### config.mk
export PLATFORM = sky130hd
export DESIGN_NAME = hotplate_thermostat_bar_display_unit_flat
export DESIGN_NICKNAME = d
export VERILOG_FILES = /design/src/design/htbd_pkg.sv /design/src/design/htbd_in_if.sv /design/src/design/htbd_out_if.sv /design/src/design/hotplate_thermostat_bar_display_unit.sv /design/src/design/htbd_regs.sv /design/src/design/htbd_front.sv /design/src/design/htbd_queue.sv /design/src/design/htbd_back.sv /design/src/flat_wrapper.sv
export VERILOG_INCLUDE_DIRS = /design/src /design/src/design
export SDC_FILE = /design/constraint.sdc
export NUM_CORES = 2
export LEC_CHECK = 0
export BUFFER_PORTS_ARGS = -buffer_cell sky130_fd_sc_hd__buf_2
export CAP_MARGIN = 20
export CORE_MARGIN = 3
export CORE_UTILIZATION = 44
export DETAILED_ROUTE_END_ITERATION = 10
export PLACE_DENSITY = 0.62
export SYNTH_ARGS = -nofsm -noshare
export SYNTH_HDL_FRONTEND = slang
export SYNTH_SLANG_ARGS = --single-unit
### constraint.sdc
create_clock -name clk -period 11.5 [get_ports clk]
set_clock_uncertainty 0.15 [all_clocks]
set_input_delay 0.575 -clock clk [delete_from_list [all_inputs] [get_ports clk]]
set_output_delay 0.575 -clock clk [all_outputs]
set_load 0.1 [all_outputs]
### src/design/hotplate_thermostat_bar_display_unit_assert.svh
// Assertion macros shared by the thermostat bar display RTL.
// Expects clk and rst_n in the scope where a macro is used.
`ifndef HOTPLATE_THERMOSTAT_BAR_DISPLAY_UNIT_ASSERT_SVH
`define HOTPLATE_THERMOSTAT_BAR_DISPLAY_UNIT_ASSERT_SVH

// Consequent must hold in the same cycle as the antecedent
`define HTBD_ASSERT_NOW(lbl, ante, cons, msg) \
  lbl: assert property (@(posedge clk) disable iff (!rst_n) (ante) |-> (cons)) \
    else $error(msg);

// Consequent must hold in the cycle after the antecedent
`define HTBD_ASSERT_NEXT(lbl, ante, cons, msg) \
  lbl: assert property (@(posedge clk) disable iff (!rst_n) (ante) |=> (cons)) \
    else $error(msg);

`endif

### src/design/htbd_pkg.sv
// Shared types, widths and constants of the thermostat bar display.
// No dependencies; every design module and interface imports this package.
`default_nettype none

package htbd_pkg;

  // Strip geometry
  localparam int PIXEL_COUNT = 11;
  localparam int PIX_IDX_W   = $clog2(PIXEL_COUNT);

  // Field widths
  localparam int TEMP_W   = 14;
  localparam int TGT_W    = 7;
  localparam int STEP_W   = 6;
  localparam int BRIGHT_W = 8;
  localparam int HOLD_W   = 8;
  localparam int PIDX_W   = 4;
  localparam int LEVEL_W  = 8;
  localparam int BAR_W    = 16;
  localparam int FILT_W   = 18;
  localparam int FULL_SCALE_DEG = 90;

  // Filter divide by ten: offset numerator, multiply by reciprocal
  localparam int FN_W        = 24;
  localparam int DIV10_IN_W  = 22;
  localparam int DIV10_P_W   = 2 * DIV10_IN_W;
  localparam int REC10_SHIFT = 25;
  localparam logic [DIV10_IN_W-1:0] REC10 =
    DIV10_IN_W'(((1 << REC10_SHIFT) + 9) / 10);
  localparam int FILT_BIAS = 5 + 10 * (1 << (FILT_W - 1));
  localparam logic [FILT_W-1:0] FILT_OFS = FILT_W'(1 << (FILT_W - 1));

  // Bar length: f * brightness * (N-1) / (90*256) = (prod >> 9) / 45
  localparam int BSCALE_W    = BRIGHT_W + PIX_IDX_W;
  localparam int PROD_W      = FILT_W - 1 + BSCALE_W;
  localparam int BAR_SHIFT   = 9;
  localparam int BAR_DIV     = (FULL_SCALE_DEG * 256) / (1 << BAR_SHIFT);
  localparam int U_W         = 22;
  localparam int REC45_SHIFT = 28;
  localparam int REC45_W     = 23;
  localparam logic [REC45_W-1:0] REC45 =
    REC45_W'(((1 << REC45_SHIFT) + BAR_DIV - 1) / BAR_DIV);
  localparam int QP_W   = U_W + REC45_W;
  localparam int BARQ_W = 17;

  // Dot position: (90*N - target*(N-1)) / 90
  localparam int DOT_W       = 14;
  localparam int DOTM_W      = 13;
  localparam int REC90_SHIFT = 20;
  localparam int REC90_W     = 14;
  localparam logic [REC90_W-1:0] REC90 =
    REC90_W'(((1 << REC90_SHIFT) + FULL_SCALE_DEG - 1) / FULL_SCALE_DEG);
  localparam int DOTP_W   = DOTM_W + REC90_W + 1;
  localparam int DOTPOS_W = 7;
  localparam logic [DOT_W-1:0] DOT_N = DOT_W'(FULL_SCALE_DEG * PIXEL_COUNT);

  // Queue between front and back
  localparam int QDEPTH = 8;
  localparam int QPTR_W = $clog2(QDEPTH);
  localparam int QCNT_W = $clog2(QDEPTH + 1);

  // Configuration port
  localparam int REG_ADDR_W = 5;
  localparam int APB_DATA_W = 32;

  // Reset values
  localparam logic [BRIGHT_W-1:0]      BRIGHT_RST = BRIGHT_W'(16);
  localparam logic signed [TEMP_W-1:0] LIMIT_RST  = TEMP_W'(800);
  localparam logic [STEP_W-1:0]        STEP_RST   = STEP_W'(10);
  localparam logic [TGT_W-1:0]         TMIN_RST   = TGT_W'(10);
  localparam logic [TGT_W-1:0]         TMAX_RST   = TGT_W'(90);
  localparam logic [HOLD_W-1:0]        HOLD_RST   = HOLD_W'(100);
  localparam logic [TGT_W-1:0]         TARGET_RST = TGT_W'(60);

  typedef enum logic [2:0] {
    REG_BRIGHTNESS  = 3'd0,
    REG_SWITCH_LIM  = 3'd1,
    REG_TARGET_STEP = 3'd2,
    REG_TARGET_MIN  = 3'd3,
    REG_TARGET_MAX  = 3'd4,
    REG_HOLD_TICKS  = 3'd5
  } reg_idx_t;

  typedef enum logic [2:0] {
    MODE_STARTUP   = 3'd0,
    MODE_TEMP      = 3'd1,
    MODE_TARGET    = 3'd2,
    MODE_TO_TARGET = 3'd3,
    MODE_TO_TEMP   = 3'd4
  } mode_t;

  typedef enum logic [1:0] {
    DRAW_NONE  = 2'd0,
    DRAW_BLACK = 2'd1,
    DRAW_BAR   = 2'd2,
    DRAW_DOT   = 2'd3
  } draw_t;

  typedef struct packed {
    logic [BRIGHT_W-1:0]      brightness;
    logic signed [TEMP_W-1:0] switch_temp_limit;
    logic [STEP_W-1:0]        target_step;
    logic [TGT_W-1:0]         target_min;
    logic [TGT_W-1:0]         target_max;
    logic [HOLD_W-1:0]        hold_ticks;
    logic [BSCALE_W-1:0]      bar_scale;
  } cfg_t;

  typedef struct packed {
    logic                 heat;
    logic                 over;
    draw_t                kind;
    logic [BAR_W-1:0]     bar;
    logic                 dot_hit;
    logic [PIX_IDX_W-1:0] dot_pos;
  } frame_t;

endpackage

`default_nettype wire

### src/design/htbd_in_if.sv
// Input channel of the thermostat bar display: one tick per beat.
// Depends on htbd_pkg for field widths.
`default_nettype none

interface htbd_in_if;
  import htbd_pkg::*;

  logic                     valid;
  logic                     ready;
  logic signed [TEMP_W-1:0] coil_temp;
  logic signed [TEMP_W-1:0] switch_temp;
  logic                     up_press;
  logic                     down_press;

  modport source (
    output valid, coil_temp, switch_temp, up_press, down_press,
    input  ready
  );

  modport sink (
    input  valid, coil_temp, switch_temp, up_press, down_press,
    output ready
  );
endinterface

`default_nettype wire

### src/design/htbd_out_if.sv
// Result channel of the thermostat bar display: one pixel or status per beat.
// Depends on htbd_pkg for field widths.
`default_nettype none

interface htbd_out_if;
  import htbd_pkg::*;

  logic               valid;
  logic               ready;
  logic               heater_on;
  logic               overtemp;
  logic               pixel_valid;
  logic [PIDX_W-1:0]  pixel_index;
  logic [LEVEL_W-1:0] green_level;
  logic [LEVEL_W-1:0] red_level;
  logic               last;

  modport source (
    output valid, heater_on, overtemp, pixel_valid, pixel_index,
           green_level, red_level, last,
    input  ready
  );

  modport sink (
    input  valid, heater_on, overtemp, pixel_valid, pixel_index,
           green_level, red_level, last,
    output ready
  );
endinterface

`default_nettype wire

### src/design/hotplate_thermostat_bar_display_unit.sv
// Hotplate thermostat with LED bar display: tick in, pixel beats out.
// A taken beat passes stage regs s1 and s2, the command queue, the back-end
// frame register and the output register. A drawing tick gives PIXEL_COUNT
// beats (11), others one; the back-end emits one beat per cycle unless stalled.
// Reset: synchronous rst_n sets startup mode, 60 degree target, zero filter,
// empty queue and register defaults; no clearing pass, input taken at once.
`default_nettype none

module hotplate_thermostat_bar_display_unit (
  input  wire logic                            clk,
  input  wire logic                            rst_n,
  htbd_in_if.sink                              in_ch,
  htbd_out_if.source                           out_ch,
  input  wire logic                            psel,
  input  wire logic                            penable,
  input  wire logic                            pwrite,
  input  wire logic [htbd_pkg::REG_ADDR_W-1:0] paddr,
  input  wire logic [htbd_pkg::APB_DATA_W-1:0] pwdata,
  output logic      [htbd_pkg::APB_DATA_W-1:0] prdata,
  output logic                                 pready
);
  import htbd_pkg::*;

  cfg_t              cfg;
  frame_t            push_data;
  frame_t            q_data;
  logic              push;
  logic              pop;
  logic [QCNT_W-1:0] q_count;

  htbd_regs u_regs (
    .clk     (clk),
    .rst_n   (rst_n),
    .psel    (psel),
    .penable (penable),
    .pwrite  (pwrite),
    .paddr   (paddr),
    .pwdata  (pwdata),
    .prdata  (prdata),
    .pready  (pready),
    .cfg     (cfg)
  );

  htbd_front u_front (
    .clk       (clk),
    .rst_n     (rst_n),
    .in_ch     (in_ch),
    .cfg       (cfg),
    .q_count   (q_count),
    .push      (push),
    .push_data (push_data)
  );

  htbd_queue u_queue (
    .clk       (clk),
    .rst_n     (rst_n),
    .push      (push),
    .push_data (push_data),
    .pop       (pop),
    .rd_data   (q_data),
    .count     (q_count)
  );

  htbd_back u_back (
    .clk     (clk),
    .rst_n   (rst_n),
    .cfg     (cfg),
    .q_data  (q_data),
    .q_count (q_count),
    .pop     (pop),
    .out_ch  (out_ch)
  );

endmodule

`default_nettype wire

### src/design/htbd_regs.sv
// APB-style configuration registers of the thermostat bar display.
// Depends on htbd_pkg; feeds cfg_t to the front and back ends.
`default_nettype none

module htbd_regs (
  input  wire logic                            clk,
  input  wire logic                            rst_n,
  input  wire logic                            psel,
  input  wire logic                            penable,
  input  wire logic                            pwrite,
  input  wire logic [htbd_pkg::REG_ADDR_W-1:0] paddr,
  input  wire logic [htbd_pkg::APB_DATA_W-1:0] pwdata,
  output logic      [htbd_pkg::APB_DATA_W-1:0] prdata,
  output logic                                 pready,
  output htbd_pkg::cfg_t                       cfg
);
  import htbd_pkg::*;

  logic [BRIGHT_W-1:0]      brightness_r;
  logic signed [TEMP_W-1:0] limit_r;
  logic [STEP_W-1:0]        step_r;
  logic [TGT_W-1:0]         tmin_r;
  logic [TGT_W-1:0]         tmax_r;
  logic [HOLD_W-1:0]        hold_r;
  logic [BSCALE_W-1:0]      bar_scale_r;
  logic [BSCALE_W-1:0]      bar_scale_nxt;
  logic                     wr_en;
  reg_idx_t                 idx;

  assign pready = 1'b1;
  assign wr_en  = psel && penable && pwrite && pready;
  assign idx    = reg_idx_t'(paddr[REG_ADDR_W-1:2]);

  // Write decoded register
  always_ff @(posedge clk) begin
    if (!rst_n) begin
      brightness_r <= BRIGHT_RST;
      limit_r      <= LIMIT_RST;
      step_r       <= STEP_RST;
      tmin_r       <= TMIN_RST;
      tmax_r       <= TMAX_RST;
      hold_r       <= HOLD_RST;
    end else if (wr_en) begin
      unique case (idx)
        REG_BRIGHTNESS:  brightness_r <= pwdata[BRIGHT_W-1:0];
        REG_SWITCH_LIM:  limit_r      <= $signed(pwdata[TEMP_W-1:0]);
        REG_TARGET_STEP: step_r       <= pwdata[STEP_W-1:0];
        REG_TARGET_MIN:  tmin_r       <= pwdata[TGT_W-1:0];
        REG_TARGET_MAX:  tmax_r       <= pwdata[TGT_W-1:0];
        REG_HOLD_TICKS:  hold_r       <= pwdata[HOLD_W-1:0];
        default: ;
      endcase
    end
  end

  // Track brightness times bar span, used by the bar length math
  assign bar_scale_nxt = BSCALE_W'(brightness_r) * BSCALE_W'(PIXEL_COUNT - 1);

  always_ff @(posedge clk) begin
    if (!rst_n) begin
      bar_scale_r <= BSCALE_W'(BRIGHT_RST) * BSCALE_W'(PIXEL_COUNT - 1);
    end else begin
      bar_scale_r <= bar_scale_nxt;
    end
  end

  // Read back
  always_comb begin
    prdata = '0;
    unique case (idx)
      REG_BRIGHTNESS:  prdata = APB_DATA_W'(brightness_r);
      REG_SWITCH_LIM:  prdata = APB_DATA_W'(unsigned'(limit_r));
      REG_TARGET_STEP: prdata = APB_DATA_W'(step_r);
      REG_TARGET_MIN:  prdata = APB_DATA_W'(tmin_r);
      REG_TARGET_MAX:  prdata = APB_DATA_W'(tmax_r);
      REG_HOLD_TICKS:  prdata = APB_DATA_W'(hold_r);
      default:         prdata = '0;
    endcase
  end

  always_comb begin
    cfg.brightness        = brightness_r;
    cfg.switch_temp_limit = limit_r;
    cfg.target_step       = step_r;
    cfg.target_min        = tmin_r;
    cfg.target_max        = tmax_r;
    cfg.hold_ticks        = hold_r;
    cfg.bar_scale         = bar_scale_r;
  end

endmodule

`default_nettype wire

### src/design/htbd_front.sv
// Front end: accepts ticks, updates target, filter and display mode, and
// classifies each tick into a frame command. Depends on htbd_pkg, htbd_in_if.
`default_nettype none
`include "hotplate_thermostat_bar_display_unit_assert.svh"

module htbd_front (
  input  wire logic                        clk,
  input  wire logic                        rst_n,
  htbd_in_if.sink                          in_ch,
  input  wire htbd_pkg::cfg_t              cfg,
  input  wire logic [htbd_pkg::QCNT_W-1:0] q_count,
  output logic                             push,
  output htbd_pkg::frame_t                 push_data
);
  import htbd_pkg::*;

  // Tick state
  logic signed [FILT_W-1:0] filt_r, filt_nxt;
  logic [TGT_W-1:0]         target_r, target_nxt;
  mode_t                    mode_r, mode_nxt, mode_eff;
  logic [HOLD_W-1:0]        hold_r, hold_nxt, hold_inc;
  draw_t                    kind;

  logic                     accept;
  logic                     pressed;
  logic [TGT_W:0]           t_sum;
  logic [TGT_W:0]           t_floor;
  logic [TGT_W-1:0]         t_up;
  logic [QCNT_W:0]          occ;

  logic signed [FN_W-1:0]   fn_s;
  logic [DIV10_P_W-1:0]     div10_p;
  logic [FILT_W-1:0]        div10_q;

  // Stage 1
  logic                     s1_v_r;
  draw_t                    s1_kind_r;
  logic signed [FILT_W-1:0] s1_filt_r;
  logic [TGT_W-1:0]         s1_tgt_r;
  logic signed [TEMP_W-1:0] s1_sw_r;
  logic                     s1_heat, s1_over;
  logic [FILT_W-2:0]        s1_fpos;
  logic [PROD_W-1:0]        s1_prod;
  logic signed [DOT_W-1:0]  s1_dnum;

  // Stage 2
  logic                     s2_v_r;
  draw_t                    s2_kind_r;
  logic                     s2_heat_r, s2_over_r;
  logic [PROD_W-1:0]        s2_prod_r;
  logic signed [DOT_W-1:0]  s2_dnum_r;
  logic [U_W-1:0]           s2_u;
  logic [QP_W-1:0]          s2_qp;
  logic [BARQ_W-1:0]        s2_q;
  logic [DOTP_W-1:0]        s2_dp;
  logic [DOTPOS_W-1:0]      s2_pos;

  // Take a beat while the queue has room for every tick in flight
  assign occ         = (QCNT_W + 1)'(q_count) + (QCNT_W + 1)'(s1_v_r)
                     + (QCNT_W + 1)'(s2_v_r);
  assign in_ch.ready = occ < (QCNT_W + 1)'(QDEPTH);
  assign accept      = in_ch.valid && in_ch.ready;

  // Step the target: up first, then down, saturating at the limits
  assign pressed = in_ch.up_press || in_ch.down_press;
  assign t_sum   = {1'b0, target_r} + (TGT_W + 1)'(cfg.target_step);
  assign t_floor = {1'b0, cfg.target_min} + (TGT_W + 1)'(cfg.target_step);

  always_comb begin
    t_up = target_r;
    if (in_ch.up_press && (target_r < cfg.target_max)) begin
      t_up = (t_sum > {1'b0, cfg.target_max}) ? cfg.target_max : t_sum[TGT_W-1:0];
    end
    target_nxt = t_up;
    if (in_ch.down_press && (t_up > cfg.target_min)) begin
      target_nxt = ({1'b0, t_up} >= t_floor) ? (t_up - TGT_W'(cfg.target_step))
                                             : cfg.target_min;
    end
  end

  // Filter: floor((9f + 16c + 5) / 10), numerator offset to stay positive
  assign fn_s     = (FN_W'(filt_r) <<< 3) + FN_W'(filt_r)
                  + (FN_W'(in_ch.coil_temp) <<< 4) + FN_W'(FILT_BIAS);
  assign div10_p  = DIV10_P_W'(fn_s[DIV10_IN_W-1:0]) * DIV10_P_W'(REC10);
  assign div10_q  = div10_p[REC10_SHIFT +: FILT_W];
  assign filt_nxt = $signed(div10_q - FILT_OFS);

  // Mode machine: next state
  assign mode_eff = pressed ? MODE_TO_TARGET : mode_r;
  assign hold_inc = hold_r + HOLD_W'(1);

  always_comb begin
    unique case (mode_eff)
      MODE_STARTUP:   mode_nxt = MODE_TEMP;
      MODE_TEMP:      mode_nxt = MODE_TEMP;
      MODE_TARGET:    mode_nxt = (hold_inc >= cfg.hold_ticks) ? MODE_TO_TEMP : MODE_TARGET;
      MODE_TO_TARGET: mode_nxt = MODE_TARGET;
      MODE_TO_TEMP:   mode_nxt = MODE_TEMP;
      default:        mode_nxt = mode_eff;
    endcase
  end

  // Mode machine: outputs
  always_comb begin
    kind     = DRAW_NONE;
    hold_nxt = hold_r;
    unique case (mode_eff)
      MODE_STARTUP:   kind = DRAW_BLACK;
      MODE_TEMP:      kind = DRAW_BAR;
      MODE_TARGET: begin
        kind     = DRAW_DOT;
        hold_nxt = hold_inc;
      end
      MODE_TO_TARGET: hold_nxt = '0;
      MODE_TO_TEMP:   kind = DRAW_NONE;
      default:        kind = DRAW_NONE;
    endcase
  end

  // Commit tick state on each accepted beat
  always_ff @(posedge clk) begin
    if (!rst_n) begin
      filt_r   <= '0;
      target_r <= TARGET_RST;
      mode_r   <= MODE_STARTUP;
      hold_r   <= '0;
      s1_v_r   <= 1'b0;
      s2_v_r   <= 1'b0;
    end else begin
      if (accept) begin
        filt_r   <= filt_nxt;
        target_r <= target_nxt;
        mode_r   <= mode_nxt;
        hold_r   <= hold_nxt;
      end
      s1_v_r <= accept;
      s2_v_r <= s1_v_r;
    end
  end

  always_ff @(posedge clk) begin
    if (accept) begin
      s1_kind_r <= kind;
      s1_filt_r <= filt_nxt;
      s1_tgt_r  <= target_nxt;
      s1_sw_r   <= in_ch.switch_temp;
    end
  end

  // Stage 1: heater decision, bar product, dot numerator
  assign s1_over = s1_sw_r > cfg.switch_temp_limit;
  assign s1_heat = (s1_filt_r < $signed({3'b000, s1_tgt_r, 8'h00}))
                && (s1_sw_r < cfg.switch_temp_limit);
  assign s1_fpos = (s1_filt_r > 0) ? s1_filt_r[FILT_W-2:0] : '0;
  assign s1_prod = PROD_W'(s1_fpos) * PROD_W'(cfg.bar_scale);
  assign s1_dnum = $signed(DOT_N - DOT_W'(s1_tgt_r) * DOT_W'(PIXEL_COUNT - 1));

  always_ff @(posedge clk) begin
    if (s1_v_r) begin
      s2_kind_r <= s1_kind_r;
      s2_heat_r <= s1_heat;
      s2_over_r <= s1_over;
      s2_prod_r <= s1_prod;
      s2_dnum_r <= s1_dnum;
    end
  end

  // Stage 2: divide bar product by 45, dot numerator by 90
  assign s2_u   = U_W'(s2_prod_r >> BAR_SHIFT);
  assign s2_qp  = QP_W'(s2_u) * QP_W'(REC45);
  assign s2_q   = s2_qp[REC45_SHIFT +: BARQ_W];
  assign s2_dp  = DOTP_W'(s2_dnum_r[DOTM_W-1:0]) * DOTP_W'(REC90);
  assign s2_pos = s2_dp[REC90_SHIFT +: DOTPOS_W];

  assign push = s2_v_r;

  always_comb begin
    push_data.heat    = s2_heat_r;
    push_data.over    = s2_over_r;
    push_data.kind    = s2_kind_r;
    push_data.bar     = s2_q[BARQ_W-1] ? {BAR_W{1'b1}} : s2_q[BAR_W-1:0];
    push_data.dot_hit = !s2_dnum_r[DOT_W-1] && (s2_pos < DOTPOS_W'(PIXEL_COUNT));
    push_data.dot_pos = s2_pos[PIX_IDX_W-1:0];
  end

  `HTBD_ASSERT_NEXT(a_press_enters_dot, accept && pressed,
    mode_r == MODE_TARGET && hold_r == '0, "press did not move to target dot")

endmodule

`default_nettype wire

### src/design/htbd_queue.sv
// Short command queue between front and back end of the bar display.
// Depends on htbd_pkg for frame_t and the queue depth.
`default_nettype none
`include "hotplate_thermostat_bar_display_unit_assert.svh"

module htbd_queue (
  input  wire logic                        clk,
  input  wire logic                        rst_n,
  input  wire logic                        push,
  input  wire htbd_pkg::frame_t            push_data,
  input  wire logic                        pop,
  output htbd_pkg::frame_t                 rd_data,
  output logic [htbd_pkg::QCNT_W-1:0]      count
);
  import htbd_pkg::*;

  frame_t            mem_r [QDEPTH];
  logic [QPTR_W-1:0] wr_ptr_r, wr_ptr_nxt;
  logic [QPTR_W-1:0] rd_ptr_r, rd_ptr_nxt;
  logic [QCNT_W-1:0] cnt_r, cnt_nxt;

  assign wr_ptr_nxt = (wr_ptr_r == QPTR_W'(QDEPTH - 1)) ? '0 : wr_ptr_r + QPTR_W'(1);
  assign rd_ptr_nxt = (rd_ptr_r == QPTR_W'(QDEPTH - 1)) ? '0 : rd_ptr_r + QPTR_W'(1);

  always_comb begin
    cnt_nxt = cnt_r;
    case ({push, pop})
      2'b10:   cnt_nxt = cnt_r + QCNT_W'(1);
      2'b01:   cnt_nxt = cnt_r - QCNT_W'(1);
      default: cnt_nxt = cnt_r;
    endcase
  end

  // Advance pointers and fill level
  always_ff @(posedge clk) begin
    if (!rst_n) begin
      wr_ptr_r <= '0;
      rd_ptr_r <= '0;
      cnt_r    <= '0;
    end else begin
      if (push) wr_ptr_r <= wr_ptr_nxt;
      if (pop)  rd_ptr_r <= rd_ptr_nxt;
      cnt_r <= cnt_nxt;
    end
  end

  // Store entries
  always_ff @(posedge clk) begin
    if (push) mem_r[wr_ptr_r] <= push_data;
  end

  assign rd_data = mem_r[rd_ptr_r];
  assign count   = cnt_r;

  `HTBD_ASSERT_NOW(a_no_overflow, push && !pop, cnt_r < QCNT_W'(QDEPTH),
    "queue push while full")
  `HTBD_ASSERT_NOW(a_no_underflow, pop, cnt_r != '0, "queue pop while empty")

endmodule

`default_nettype wire

### src/design/htbd_back.sv
// Back end: expands each command into pixel beats or a status beat, one per
// cycle unless stalled, via an output register. Uses htbd_pkg, htbd_out_if.
`default_nettype none
`include "hotplate_thermostat_bar_display_unit_assert.svh"

module htbd_back (
  input  wire logic                        clk,
  input  wire logic                        rst_n,
  input  wire htbd_pkg::cfg_t              cfg,
  input  wire htbd_pkg::frame_t            q_data,
  input  wire logic [htbd_pkg::QCNT_W-1:0] q_count,
  output logic                             pop,
  htbd_out_if.source                       out_ch
);
  import htbd_pkg::*;

  logic                       cur_v_r;
  frame_t                     cur_r;
  logic [PIX_IDX_W-1:0]       k_r;
  logic [BSCALE_W-1:0]        acc_r;

  logic                       out_v_r;
  logic                       out_heat_r, out_over_r, out_pv_r, out_last_r;
  logic [PIDX_W-1:0]          out_idx_r;
  logic [LEVEL_W-1:0]         out_green_r, out_red_r;

  logic                       q_valid;
  logic                       advance, emit, done, load;
  logic                       draw, is_last;
  logic [BAR_W:0]             diff;
  logic [BAR_W-1:0]           rem;
  logic [LEVEL_W-1:0]         green, red;
  logic [PIX_IDX_W+PIDX_W-1:0] idx_ext;

  assign q_valid = q_count != '0;
  assign advance = !out_v_r || out_ch.ready;
  assign draw    = cur_r.kind != DRAW_NONE;
  assign is_last = draw ? (k_r == PIX_IDX_W'(PIXEL_COUNT - 1)) : 1'b1;
  assign emit    = advance && cur_v_r;
  assign done    = emit && is_last;
  assign load    = q_valid && (!cur_v_r || done);
  assign pop     = load;

  // Bar pixel: what is left after the pixels above it, capped at brightness
  assign diff = {1'b0, cur_r.bar} - (BAR_W + 1)'(acc_r);
  assign rem  = diff[BAR_W] ? '0 : diff[BAR_W-1:0];

  always_comb begin
    green = '0;
    red   = '0;
    if ((cur_r.kind == DRAW_BAR) && (k_r != '0)) begin
      green = (rem >= BAR_W'(cfg.brightness)) ? cfg.brightness : rem[LEVEL_W-1:0];
    end
    if ((cur_r.kind == DRAW_DOT) && cur_r.dot_hit && (k_r == cur_r.dot_pos)) begin
      red = cfg.brightness;
    end
  end

  assign idx_ext = {PIDX_W'(0), k_r};

  // Sequence pixels of the current frame
  always_ff @(posedge clk) begin
    if (!rst_n) begin
      cur_v_r <= 1'b0;
    end else if (load) begin
      cur_v_r <= 1'b1;
    end else if (done) begin
      cur_v_r <= 1'b0;
    end
  end

  always_ff @(posedge clk) begin
    if (load) begin
      cur_r <= q_data;
      k_r   <= '0;
      acc_r <= cfg.bar_scale;
    end else if (emit) begin
      k_r   <= k_r + PIX_IDX_W'(1);
      acc_r <= acc_r - BSCALE_W'(cfg.brightness);
    end
  end

  // Output register
  always_ff @(posedge clk) begin
    if (!rst_n) begin
      out_v_r <= 1'b0;
    end else if (advance) begin
      out_v_r <= cur_v_r;
    end
  end

  always_ff @(posedge clk) begin
    if (emit) begin
      out_heat_r  <= cur_r.heat;
      out_over_r  <= cur_r.over;
      out_pv_r    <= draw;
      out_idx_r   <= draw ? idx_ext[PIDX_W-1:0] : '0;
      out_green_r <= green;
      out_red_r   <= red;
      out_last_r  <= is_last;
    end
  end

  assign out_ch.valid       = out_v_r;
  assign out_ch.heater_on   = out_heat_r;
  assign out_ch.overtemp    = out_over_r;
  assign out_ch.pixel_valid = out_pv_r;
  assign out_ch.pixel_index = out_idx_r;
  assign out_ch.green_level = out_green_r;
  assign out_ch.red_level   = out_red_r;
  assign out_ch.last        = out_last_r;

  `HTBD_ASSERT_NOW(a_status_single, cur_v_r && (cur_r.kind == DRAW_NONE), k_r == '0,
    "non-drawing tick produced more than one beat")
  `HTBD_ASSERT_NOW(a_status_last, out_v_r && !out_pv_r, out_last_r,
    "status beat without last")

endmodule

`default_nettype wire

### src/flat_wrapper.sv
// flat-port wrapper written by rule: the top's interface ports become plain ports
module hotplate_thermostat_bar_display_unit_flat import htbd_pkg::*;
  (clk, rst_n, psel, penable, pwrite, paddr, pwdata, prdata, pready, in_ch_valid, in_ch_coil_temp, in_ch_switch_temp, in_ch_up_press, in_ch_down_press, in_ch_ready, out_ch_valid, out_ch_heater_on, out_ch_overtemp, out_ch_pixel_valid, out_ch_pixel_index, out_ch_green_level, out_ch_red_level, out_ch_last, out_ch_ready);
  htbd_in_if in_ch_i ();
  htbd_out_if out_ch_i ();
  input  wire logic clk;
  input  wire logic rst_n;
  input  wire logic psel;
  input  wire logic penable;
  input  wire logic pwrite;
  input  wire logic [htbd_pkg::REG_ADDR_W-1:0] paddr;
  input  wire logic [htbd_pkg::APB_DATA_W-1:0] pwdata;
  output logic      [htbd_pkg::APB_DATA_W-1:0] prdata;
  output logic pready;
  input wire logic [$bits(in_ch_i.valid)-1:0] in_ch_valid;
  input wire logic [$bits(in_ch_i.coil_temp)-1:0] in_ch_coil_temp;
  input wire logic [$bits(in_ch_i.switch_temp)-1:0] in_ch_switch_temp;
  input wire logic [$bits(in_ch_i.up_press)-1:0] in_ch_up_press;
  input wire logic [$bits(in_ch_i.down_press)-1:0] in_ch_down_press;
  output wire logic [$bits(in_ch_i.ready)-1:0] in_ch_ready;
  output wire logic [$bits(out_ch_i.valid)-1:0] out_ch_valid;
  output wire logic [$bits(out_ch_i.heater_on)-1:0] out_ch_heater_on;
  output wire logic [$bits(out_ch_i.overtemp)-1:0] out_ch_overtemp;
  output wire logic [$bits(out_ch_i.pixel_valid)-1:0] out_ch_pixel_valid;
  output wire logic [$bits(out_ch_i.pixel_index)-1:0] out_ch_pixel_index;
  output wire logic [$bits(out_ch_i.green_level)-1:0] out_ch_green_level;
  output wire logic [$bits(out_ch_i.red_level)-1:0] out_ch_red_level;
  output wire logic [$bits(out_ch_i.last)-1:0] out_ch_last;
  input wire logic [$bits(out_ch_i.ready)-1:0] out_ch_ready;
  assign in_ch_i.valid = in_ch_valid;
  assign in_ch_i.coil_temp = in_ch_coil_temp;
  assign in_ch_i.switch_temp = in_ch_switch_temp;
  assign in_ch_i.up_press = in_ch_up_press;
  assign in_ch_i.down_press = in_ch_down_press;
  assign in_ch_ready = in_ch_i.ready;
  assign out_ch_valid = out_ch_i.valid;
  assign out_ch_heater_on = out_ch_i.heater_on;
  assign out_ch_overtemp = out_ch_i.overtemp;
  assign out_ch_pixel_valid = out_ch_i.pixel_valid;
  assign out_ch_pixel_index = out_ch_i.pixel_index;
  assign out_ch_green_level = out_ch_i.green_level;
  assign out_ch_red_level = out_ch_i.red_level;
  assign out_ch_last = out_ch_i.last;
  assign out_ch_i.ready = out_ch_ready;
  hotplate_thermostat_bar_display_unit u_core (.clk(clk), .rst_n(rst_n), .in_ch(in_ch_i), .out_ch(out_ch_i), .psel(psel), .penable(penable), .pwrite(pwrite), .paddr(paddr), .pwdata(pwdata), .prdata(prdata), .pready(pready));
endmodule
==> results.py <==
metrics = {
    "outcome": {
        "status": "finished, final reports clean",
    },
    "critical_path": {
        "cp.arrival_ns": 10.23,
        "r2r_start": "u_core.u_front.filt_r[1]$_SDFFE_PN0P_",
        "slowest_delay_ns": 0.54,
        "ff2ff_path_depth": 33,
        "r2r-end": "u_core.u_front.filt_r[16]$_SDFFE_PN0P_",
        "cp_max_fo": 7,
        "crit_start": "u_core.u_front.filt_r[1]$_SDFFE_PN0P_",
        "endpoint_kind": "flop",
        "slowest_stage": "fa_1",
        "worst_setup_path_start_kind": "flop",
        "path_common_cell": "fa_1",
        "setup.worst_path.end": "u_core.u_front.filt_r[16]$_SDFFE_PN0P_",
        "reg2reg_slack_ns": 1.63,
        "critical_path_required_ns": 11.86,
        "worst-setup-path-type": "reg2reg",
    },
    "sta": {
        "rsz0062_at_grt": "no",
        "drv_slew": 0,
        "clock.fmax_mhz": 101.3,
        "max_slew_margin_pct": 29.28,
        "worst_slew_pin_slew_ns": 1.059,
        "setup-tns-final_ns": 0,
        "setup_viol": 0,
        "finalCriticalPeriod_ns": 9.873,
        "final_hold_viol_count": 0,
        "fin_crit_sh_pct": 85.85,
    },
    "clock_network": {
        "cts_root_buffer": "clkbuf_16",
        "cts_tree": "yes",
        "numCtsBuffers": 48,
        "cts_resized": 0,
        "clkTransAtPathRegs_ns": 0.06,
        "clkSinkCount": 443,
        "post-cts-setup-buffers": 0,
        "cts_hold_buffers": 13,
        "htree_levels": 2,
        "clk_path_buf_depth": 3,
        "clk_latency_ns": 0.63,
    },
    "floorplanning": {
        "die_w_um": 322.0,
        "die_h_um": 322.0,
        "row_count": 115,
        "dieArea_um2": 103700,
        "core_um2": 98710,
        "io_pins": 133,
        "initial_core_util_pct": 44.52,
    },
    "final_layout": {
        "multi_input_area_um2": 28260,
        "n_antenna_cell": 0,
        "layout.cells.most_common_list": "inv_1, ha_1, fa_1, edfxtp_1, nand2_1",
        "fillers": 9077,
        "register_area_um2": 12160,
        "mostFrequentLayoutCell": "inv_1",
        "drive_gt1_share_pct": 7.617,
        "fin_nets": 5414,
        "area_growth_pct": 8.462,
    },
    "synth": {
        "synth_area_per_cell_um2": 10.78,
        "synthArstFlopShare_pct": 0,
        "synth_warnings": 0,
        "synth_cell_types": 85,
        "synth-edff-count": 328,
        "netlist_area_um2": 43950,
        "syn_inst": 4076,
        "ys_ff_latch": 443,
        "seq_area_frac_synth_pct": 27.65,
        "ys.flop_type": "edfxtp_1",
    },
    "routing": {
        "met1Wirelength_mm": 46.38,
        "vias_per_cell": 5.207,
        "wl_met3_mm": 3.963,
        "route.met2.wl_mm": 46.69,
        "drc": 0,
        "drt-pass1-iter-count": 5,
        "dr.max_layer_used": "met4",
        "postRouteAntennaNets": 0,
        "wirelength_mm": 99.19,
        "avgRoutedWirePerCell_um": 18.03,
        "drtIter0Drc": 1606,
        "num_vias": 28650,
    },
    "placed_design": {
        "io_buffers": 93,
        "dp_hpwl_mm": 77.84,
        "gp_congestion": 0.9034,
    },
    "grt": {
        "grt_max_degree": 67,
        "grt_pass1_vias": 29440,
        "grt_overflow": 0,
        "grt.total_usage_pct": 19.64,
        "grt_pass1_wl_mm": 160.5,
        "antenna_found_initial": 2,
    },
    "job": {
        "cap_violations": 0,
    },
    "worst_hold_path": {
        "whs_path_depth": 1,
        "hp-class": "in2reg",
    },
}
state kept, by name (all words and copies together), names as in the netlist, 6 cells and up:
register / count
u_core.u_regs.hold_r: 8
u_core.u_front.s2_prod_r: 20
u_core.u_regs.tmin_r: 7
u_core.u_back.out_ch.red_level: 8
u_core.u_front.s1_sw_r: 14
u_core.u_front.s1_tgt_r: 7
u_core.u_front.target_r: 7
u_core.u_regs.tmax_r: 7
u_core.u_regs.step_r: 6
u_core.u_front.s1_filt_r: 18
u_core.u_front.hold_r: 8
u_core.u_front.filt_r: 18
u_core.u_queue.mem_r: 192
u_core.u_regs.limit_r: 14
u_core.u_regs.brightness_r: 8
u_core.u_back.out_ch.green_level: 8
u_core.u_regs.bar_scale_r: 11
u_core.u_front.s2_dnum_r: 11
u_core.u_back.cur_r: 24
u_core.u_back.acc_r: 12
critical path, delay by kind of cell, from the launching register on:
family                   cells  cell delay [ns]
adder cells (fa/ha/maj)     11             4.89
AO/OA/AOI/OAI               16             3.44
flip-flops                   1             0.41
AND/OR/NAND/NOR              1             0.41
buffers and inverters        4             0.27
XOR/XNOR                     1             0.21
cells in the mapped netlist (all sizes together), types with 4 or more instances:
library cell | number | share of area, %
o22ai | 7 | 0.10
nor2b | 35 | 0.50
a21boi | 4 | 0.068
o21bai | 22 | 0.38
o31ai | 11 | 0.19
dfxtp | 115 | 5.2
nor4 | 12 | 0.19
nand4 | 19 | 0.27
nor2 | 166 | 1.4
nand3 | 37 | 0.42
a221oi | 6 | 0.13
buf | 29 | 0.41
or4 | 6 | 0.10
mux4 | 51 | 2.6
nor3 | 45 | 0.54
clkbuf | 81 | 0.69
fa | 455 | 21
or3 | 17 | 0.24
nand3b | 8 | 0.14
a21o | 43 | 0.73
mux2 | 29 | 0.75
inv | 834 | 7.1
mux2i | 52 | 1.2
a31oi | 20 | 0.35
o211ai | 34 | 0.62
a211oi | 18 | 0.31
nor3b | 5 | 0.085
o21a | 30 | 0.51
ha | 711 | 20
o221ai | 6 | 0.12
xor2 | 54 | 1.1
a31o | 4 | 0.080
nand2b | 25 | 0.36
edfxtp | 328 | 22
a21oi | 144 | 1.7
and2 | 72 | 1.0
nand2 | 237 | 2.0
o21ai | 92 | 1.0
xnor2 | 90 | 1.8
and3 | 72 | 1.0
metal layers:
layer	GRT usage [%]	up-vias
met4	4.467	0
met1	27.80	14140
met5	0	-
li1	-	13790
met3	1.942	141
met2	32.74	573
how the worst min path moves through the flow:
stage | from | to
2_1_floorplan | u_core.u_back.cur_r[24]$_DFFE_PP_ | u_core.u_back.out_ch.heater_on$_DFFE_PP_
3_3_place_gp | u_core.u_front.s1_kind_r[1]$_SDFFCE_PN0P_ | u_core.u_front.s2_kind_r[1]$_DFFE_PP_
5_1_grt | in_ch_switch_temp[3] | u_core.u_front.s1_sw_r[3]$_DFFE_PP_
3_5_place_dp | u_core.u_front.s1_kind_r[0]$_SDFFCE_PN0P_ | u_core.u_front.s2_kind_r[0]$_DFFE_PP_
6_report | in_ch_switch_temp[3] | u_core.u_front.s1_sw_r[3]$_DFFE_PP_
4_1_cts | in_ch_switch_temp[3] | u_core.u_front.s1_sw_r[3]$_DFFE_PP_
layout make-up:
class                           instances  share of cell area, %
Clock buffer                           61                  2.643
Sequential cell                       443                  25.51
Inverter                              834                  6.568
Multi-Input combinational cell       2705                  59.29
Timing Repair Buffer                  142                  1.806
Clock inverter                         29                 0.8033
Tap cell                             1287                  3.378
cell families (layout without fill, tap and decap cells):
family | count (synthesis) | count (layout) | synth area share (%)
AO/OA/AOI/OAI | 479 | 479 | 7.186
XOR/XNOR | 144 | 144 | 2.870
adder cells (fa/ha/maj) | 1166 | 1166 | 40.97
buffers and inverters | 945 | 1066 | 8.251
flip-flops | 443 | 443 | 27.65
multiplexers | 132 | 132 | 4.550
other | 2 | 19 | 0.01709
AND/OR/NAND/NOR | 765 | 765 | 8.504
through the flow:
step	instances	worst slack, ns	instance area (µm²)	hold WS, ns	util (%)
global route	5501	1.089	47660	0.004370	48.29
detailed placement	5397	1.321	45890	0.2626	46.49
floorplan	4093	2.492	44010	0.2503	-
finish	5501	1.627	47660	0.03541	48.29
CTS	5500	1.618	47660	0.003150	48.28
global placement	5396	1.423	45880	0.2531	46.48
Power is not shown: default switching activity piles up to over one toggle a cycle in this logic, so the estimate is an artifact.
